### config.mk
export PLATFORM = sky130hd
export DESIGN_NAME = qrst_back
export DESIGN_NICKNAME = d
export VERILOG_FILES = /design/src/rtl/core/qrst_pkg.sv /design/src/rtl/core/qrst_divu.sv /design/src/rtl/core/qrst_back.sv
export SDC_FILE = /design/constraint.sdc
export NUM_CORES = 1
export LEC_CHECK = 0
export ABC_AREA = 0
export ABC_CLOCK_PERIOD_IN_PS = 13870
export BUFFER_PORTS_ARGS = -buffer_cell sky130_fd_sc_hd__buf_4
export CAP_MARGIN = 30
export CORE_MARGIN = 2
export CORE_UTILIZATION = 55
export CTS_CLUSTER_DIAMETER = 60
export DETAILED_ROUTE_END_ITERATION = 8
export PLACE_DENSITY = 0.75
export SYNTH_ARGS = -nofsm -noshare
export SYNTH_HDL_FRONTEND = slang
export SYNTH_SLANG_ARGS = --single-unit
### constraint.sdc
create_clock -name clk -period 13.87 [get_ports clk]
set_input_delay 0.6935 -clock clk [delete_from_list [all_inputs] [get_ports clk]]
set_output_delay 0.6935 -clock clk [all_outputs]
set_load 0.01 [all_outputs]
### src/rtl/core/qrst_pkg.sv
// ----------------------------------------------------------------------------
// qrst_pkg
// shared types and constants of the quadtree region split test
// ----------------------------------------------------------------------------
package qrst_pkg;

	localparam int PixW  = 8;
	localparam int CrdW  = 16;
	localparam int DimW  = 13;
	localparam int NumCh = 3;

	typedef enum logic [2:0] {
		BK_IDLE,
		BK_DIV,
		BK_SCAN,
		BK_QDIV,
		BK_OUT
	} bk_state_t;

endpackage

### src/rtl/core/qrst_divu.sv
// ----------------------------------------------------------------------------
// qrst_divu
// restoring divider, one quotient bit per cycle
// ----------------------------------------------------------------------------
module qrst_divu #(
	parameter int NumW = 40,
	parameter int DenW = 28
) (
	input  logic            clk,
	input  logic            arst_n,
	input  logic            start,
	input  logic [NumW-1:0] num,
	input  logic [DenW-1:0] den,
	output logic            busy,
	output logic [NumW-1:0] quot
);
	localparam int CntW = $clog2(NumW + 1);
	logic [NumW-1:0] q_q;
	logic [DenW:0]   rem_q;
	logic [DenW-1:0] den_q;
	logic [CntW-1:0] cnt_q;
	logic [DenW:0]   trial;
	logic [DenW:0]   shifted;

	assign shifted = {rem_q[DenW-1:0], q_q[NumW-1]};
	assign trial   = shifted - {1'b0, den_q};

	always_ff @(posedge clk or negedge arst_n) begin
		if (!arst_n) begin
			cnt_q <= '0;
		end else if (start) begin
			cnt_q <= CntW'(NumW);
		end else if (cnt_q != '0) begin
			cnt_q <= cnt_q - 1'b1;
		end
	end

	always_ff @(posedge clk) begin
		if (start) begin
			q_q   <= num;
			rem_q <= '0;
			den_q <= den;
		end else if (cnt_q != '0) begin
			if (!trial[DenW]) begin
				rem_q <= trial;
				q_q   <= {q_q[NumW-2:0], 1'b1};
			end else begin
				rem_q <= shifted;
				q_q   <= {q_q[NumW-2:0], 1'b0};
			end
		end
	end

	assign busy = (cnt_q != '0);
	assign quot = q_q;
endmodule

### src/rtl/core/qrst_back.sv
// ----------------------------------------------------------------------------
// qrst_back
// averages, deviation scan over the store, q8 divide, result register
// ----------------------------------------------------------------------------
module qrst_back
	import qrst_pkg::*;
#(
	parameter int MaxPix = 4096,
	parameter int CntW   = 13,
	parameter int SumW   = 20
) (
	input  logic              clk,
	input  logic              arst_n,
	input  logic [PixW-1:0]   threshold,
	input  logic              job_valid,
	input  logic [CrdW-1:0]   job_x,
	input  logic [CrdW-1:0]   job_y,
	input  logic [2*DimW-1:0] job_area,
	input  logic [CntW:0]     job_count,
	input  logic [3*SumW-1:0] job_sums,
	output logic              busy,
	output logic              rd_en,
	output logic [CntW-1:0]   rd_addr,
	input  logic [3*PixW-1:0] rd_data,
	output logic              res_valid,
	input  logic              res_ready,
	output logic [87:0]       res_data
);
	localparam int AreaW = 2 * DimW;
	localparam int DenW  = AreaW + 2;
	localparam int SW    = CntW + 10;
	localparam int NumW  = SW + 8;

	bk_state_t st_q, st_d;
	logic [CrdW-1:0]  x_q, y_q;
	logic [AreaW-1:0] area_q;
	logic [CntW:0]    cnt_q;
	logic             err_q;
	logic [SumW-1:0]  sum_q [NumCh];
	logic [PixW-1:0]  avg_q [NumCh];
	logic [1:0]       ch_q;
	logic [CntW:0]    idx_q;
	logic             rv_s1;
	logic [SW-1:0]    s_q;
	logic [PixW-1:0]  pr, pg, pb;
	logic [PixW+1:0]  dsum;
	logic [DenW-1:0]  den;
	logic             dv_start;
	logic [NumW-1:0]  dv_num;
	logic [DenW-1:0]  dv_den;
	logic             dv_busy;
	logic [NumW-1:0]  dv_quot;
	logic             dv_go_q;
	logic [DenW+PixW-1:0] thr_prod;

	function automatic logic [PixW-1:0] adiff(input logic [PixW-1:0] a, input logic [PixW-1:0] b);
		adiff = (a > b) ? a - b : b - a;
	endfunction

	assign den = DenW'(area_q) + DenW'({area_q, 1'b0});
	assign {pr, pg, pb} = rd_data;
	assign dsum = (PixW+2)'(adiff(avg_q[0], pr)) + (PixW+2)'(adiff(avg_q[1], pg))
		+ (PixW+2)'(adiff(avg_q[2], pb));
	assign thr_prod = threshold * den;

	qrst_divu #(.NumW(NumW), .DenW(DenW)) u_div (
		.clk(clk), .arst_n(arst_n), .start(dv_start), .num(dv_num), .den(dv_den),
		.busy(dv_busy), .quot(dv_quot)
	);

	assign dv_start = (st_q == BK_DIV || st_q == BK_QDIV) && dv_go_q;
	assign dv_num = (st_q == BK_DIV) ? NumW'(sum_q[ch_q]) : {s_q, 8'd0};
	assign dv_den = (st_q == BK_DIV) ? DenW'(area_q) : den;

	always_comb begin
		st_d = st_q;
		case (st_q)
			BK_IDLE: if (job_valid) st_d = BK_DIV;
			BK_DIV:  if (!dv_go_q && !dv_busy && ch_q == 2'd2) st_d = BK_SCAN;
			BK_SCAN: if (!rd_en && !rv_s1) st_d = BK_QDIV;
			BK_QDIV: if (!dv_go_q && !dv_busy) st_d = BK_OUT;
			// wait until the output register is free
			BK_OUT:  if (!res_valid || res_ready) st_d = BK_IDLE;
			default: st_d = BK_IDLE;
		endcase
	end

	always_comb begin
		busy    = (st_q != BK_IDLE) || job_valid;
		rd_en   = (st_q == BK_SCAN) && (idx_q < cnt_q);
		rd_addr = idx_q[CntW-1:0];
	end

	always_ff @(posedge clk or negedge arst_n) begin
		if (!arst_n) begin
			st_q <= BK_IDLE;
			res_valid <= 1'b0;
			dv_go_q <= 1'b0;
			rv_s1 <= 1'b0;
		end else begin
			st_q <= st_d;
			rv_s1 <= rd_en;
			dv_go_q <= (st_q == BK_IDLE && job_valid)
				|| (st_q == BK_DIV && !dv_go_q && !dv_busy && ch_q != 2'd2)
				|| (st_q == BK_SCAN && st_d == BK_QDIV);
			if (st_q == BK_OUT && st_d == BK_IDLE) res_valid <= 1'b1;
			else if (res_ready) res_valid <= 1'b0;
		end
	end

	always_ff @(posedge clk) begin
		if (st_q == BK_IDLE && job_valid) begin
			x_q <= job_x; y_q <= job_y; area_q <= job_area; cnt_q <= job_count;
			err_q <= (job_count > (CntW+1)'(MaxPix)) || (AreaW'(job_count) != job_area)
				|| (job_area > AreaW'(MaxPix));
			sum_q[0] <= job_sums[3*SumW-1:2*SumW];
			sum_q[1] <= job_sums[2*SumW-1:SumW];
			sum_q[2] <= job_sums[SumW-1:0];
			ch_q <= '0; idx_q <= '0; s_q <= '0;
		end
		if (st_q == BK_DIV && !dv_go_q && !dv_busy) begin
			avg_q[ch_q] <= dv_quot[PixW-1:0];
			if (ch_q != 2'd2) ch_q <= ch_q + 1'b1;
		end
		if (rd_en) idx_q <= idx_q + 1'b1;
		if (rv_s1) s_q <= s_q + SW'(dsum);
		if (st_q == BK_OUT && st_d == BK_IDLE) begin
			res_data <= {14'd0, err_q, !err_q && (DenW+PixW)'(s_q) > thr_prod,
				err_q ? 16'd0 : dv_quot[15:0],
				err_q ? 8'd0 : avg_q[2], err_q ? 8'd0 : avg_q[1],
				err_q ? 8'd0 : avg_q[0], y_q, x_q};
		end
	end
endmodule

==> impl_metrics.env <==
export IMPL_fp_row_count=82
export IMPL_ys_types=83
export IMPL_period_needed_ns=8.364
export IMPL_finClkSkew_ns=0.02419
export IMPL_synth_top_area_share_pct=35.28
export IMPL_layout_drive_gt1_share_pct=12.73
export IMPL_worst_r2r_cell_count=31
export IMPL_start_util_pct=55.58
export IMPL_critPathLaunchType="register"
export IMPL_finalSetupTns_ns=0
export IMPL_ys_flop_type="edfxtp_1"
export IMPL_grt_overflow=0
export IMPL_r2r_start="area_q[0]"
export IMPL_wl_per_cell_um=18.96
export IMPL_hpwlAfterDp_um=53420
export IMPL_holdWs_ns=0.3046
export IMPL_hold_viol_final=0
export IMPL_criticalPathCategory="reg2reg"
export IMPL_syn_avg_cell_area_um2=10.14
export IMPL_core_um2=50070
export IMPL_fmax_ghz=0.1196
export IMPL_grt_pass1_wl_um=110900
export IMPL_ant_nets=0
export IMPL_dr_first_iter_drc_count=1603
export IMPL_setup_violations=0
export IMPL_cts_buffers=43
export IMPL_clkTransAtPathRegs_ns=0.06
export IMPL_io_buffers=257
export IMPL_netlist_top_cells_count="334 x inv_1, 327 x edfxtp_1, 285 x nand2_1"
export IMPL_slew_violations=0
export IMPL_syn_inst=2744
export IMPL_synth_area_um2=27830
export IMPL_die_area_um2=52410
export IMPL_r2r_setup_slack_ns=5.51
export IMPL_postCtsSetupBuffers=0
export IMPL_num_vias=20690
export IMPL_synth_area_top_cells="edfxtp_1 35%, fa_1 13%, ha_1 9.2%"
export IMPL_place_area_um2=30250
export IMPL_antenna_found_initial=3
export IMPL_relSlewSlack_pct=34.32
export IMPL_gp_congestion=0.9214
export IMPL_drc=0
export IMPL_drt_first_pass_iters=6
export IMPL_r2r_end="res_data[72]"
export IMPL_clock_sinks=368
export IMPL_fillerInstances=4082
export IMPL_pin_count=272
export IMPL_crit_family="adder cells"
export IMPL_synth_edf_count=327
export IMPL_area_growth_pct=13.87
export IMPL_clockBufferDepth=3
export IMPL_yosysMostFrequentCell="inv_1"
export IMPL_vias_per_cell=5.641
export IMPL_drt_met1_wl_um=28630
export IMPL_crit_top_cell="fa_1"
export IMPL_grt_pass1_vias=20699
export IMPL_slowest_stage="xnor2_1"
export IMPL_yosysSeqAreaShare_pct=38.43
export IMPL_nets=3513
export IMPL_critPathCaptureType="register"
export IMPL_min_period_over_period_pct=60.31
export IMPL_status="finished clean"
export IMPL_clk_latency_ns=0.58
export IMPL_grt_usage_pct=26.45
export IMPL_register_area_um2=10700
export IMPL_synth_seq_cells=368
export IMPL_yosys_warnings=0
export IMPL_cpPeakStageDelay_ns=0.57
export IMPL_multi_input_area_um2=15350
export IMPL_min_from="job_sums[40]"
export IMPL_top_layer="met5"
export IMPL_wl_met2_um=35570
export IMPL_die_w_um=228.9
export IMPL_hp_class="in2reg"
export IMPL_tightest_slew_ns=0.9715
export IMPL_clock_root_buffer="clkbuf_16"
export IMPL_path_max_fanout=10
export IMPL_grt_max_degree=81
export IMPL_timing_critical_path_buf_inv=2
export IMPL_cp_arrival_ns=8.75
export IMPL_required_ns=14.26
export IMPL_dr_wl_met3_um=3445
export IMPL_htreeDepth=2
export IMPL_totalWireLength_um=69540
export IMPL_async_flop_share_pct=2.989
export IMPL_yosysTopAreaCell="edfxtp_1"
export IMPL_tritoncts="yes"
export IMPL_crit_cells=31
export IMPL_max_cap_violations=0
export IMPL_holdPathStages=1
export IMPL_final_cell_area_um2=31690
export IMPL_cp_startpoint="area_q[0]"
export IMPL_hold_path_end="sum_q[0][0]"
export IMPL_rsz0062_at_grt="no"
export IMPL_floorplan_die_height_um=228.9
-- state kept, by name (all words and copies together), names as in the netlist, 2 cells and up --
| signal | flops |
|---|---|
| u_div.quot | 31 |
| x_q | 16 |
| idx_q | 14 |
| res_data | 74 |
| area_q | 26 |
| y_q | 16 |
| ch_q | 2 |
| avg_q | 24 |
| st_q | 3 |
| s_q | 23 |
| u_div.den_q | 28 |
| u_div.cnt_q | 5 |
| sum_q | 60 |
| cnt_q | 14 |
| u_div.rem_q | 28 |
-- stage by stage --
stage / utilization [%] / setup WS [ns] / instances
5_1_grt: 63.29 / 4.894 / 3668
3_3_place_gp: 60.33 / 5.826 / 3581
6_report: 63.29 / 5.506 / 3668
4_1_cts: 63.23 / 5.552 / 3665
3_5_place_dp: 60.41 / 5.585 / 3585
2_1_floorplan: - / 6.510 / 2757
-- layer usage --
metal | vias up | global-route usage [%]
met2 | 698 | 46.93
met3 | 111 | 3.119
met1 | 10084 | 34.08
met4 | 2 | 7.711
met5 | - | 0
li1 | 9795 | -
-- area by class of cell --
cell class	instances	share of cell area, %
tap	672	2.653
timing repair buffer	280	6.744
antenna	2	0.01579
clock inverter	26	0.8133
sequential	368	33.75
clock buffer	53	3.609
multi-input combinational	1933	48.44
inverter	334	3.972
-- logic make-up after synthesis --
family / after synthesis / synth area share [%]
mux: 51 / 1.875
compound gates: 499 / 11.79
simple gates: 862 / 15.22
fa+ha+maj: 385 / 22.17
xor+xnor: 122 / 3.894
other cells: 1 / 0.01348
flops: 368 / 38.43
buf+inv: 456 / 6.605
-- worst max-delay path by stage --
stage | end | slack, ns
6_report | res_data[72] | 5.51
3_3_place_gp | res_data[72] | 5.83
4_1_cts | res_data[72] | 5.55
5_1_grt | res_data[72] | 4.89
3_5_place_dp | res_data[72] | 5.58
2_1_floorplan | res_data[72] | 6.51
-- repair_timing --
item	in CTS	in global routing
hold buffers	1	0
resized for setup	0	0
endpoints found under the hold margin	11	0
setup endpoints to repair	0	0
-- placed cells by master (no fill, tap or decap), types with 6 or more instances in the layout --
| master | instances |
|---|---|
| o22ai_1 | 9 |
| clkbuf_1 | 7 |
| clkinv_1 | 9 |
| o21ai_0 | 92 |
| clkbuf_16 | 43 |
| conb_1 | 14 |
| a21o_1 | 50 |
| a31oi_1 | 18 |
| edfxtp_1 | 327 |
| ha_1 | 205 |
| a221oi_1 | 6 |
| nor3b_1 | 8 |
| nor3_1 | 21 |
| o21a_1 | 23 |
| o21bai_1 | 17 |
| and2_1 | 172 |
| o311ai_0 | 9 |
| dfxtp_1 | 30 |
| buf_4 | 275 |
| xnor2_1 | 83 |
| nor4_1 | 12 |
| a21oi_1 | 156 |
| inv_1 | 332 |
| mux2_2 | 9 |
| nand2_1 | 285 |
| xor2_1 | 37 |
| nand2b_1 | 27 |
| and3_1 | 16 |
| dfrtp_1 | 11 |
| or3_1 | 12 |
| nor2_1 | 154 |
| nand4_1 | 34 |
| clkinv_2 | 7 |
| a211oi_1 | 23 |
| mux2i_1 | 42 |
| o211ai_1 | 17 |
| a311oi_1 | 15 |
| nor2b_1 | 48 |
| nand3_1 | 56 |
| fa_1 | 180 |
Power is left out: the tool's default activity adds up to more than one toggle a clock period on the data nets, which glitch-free logic cannot reach.
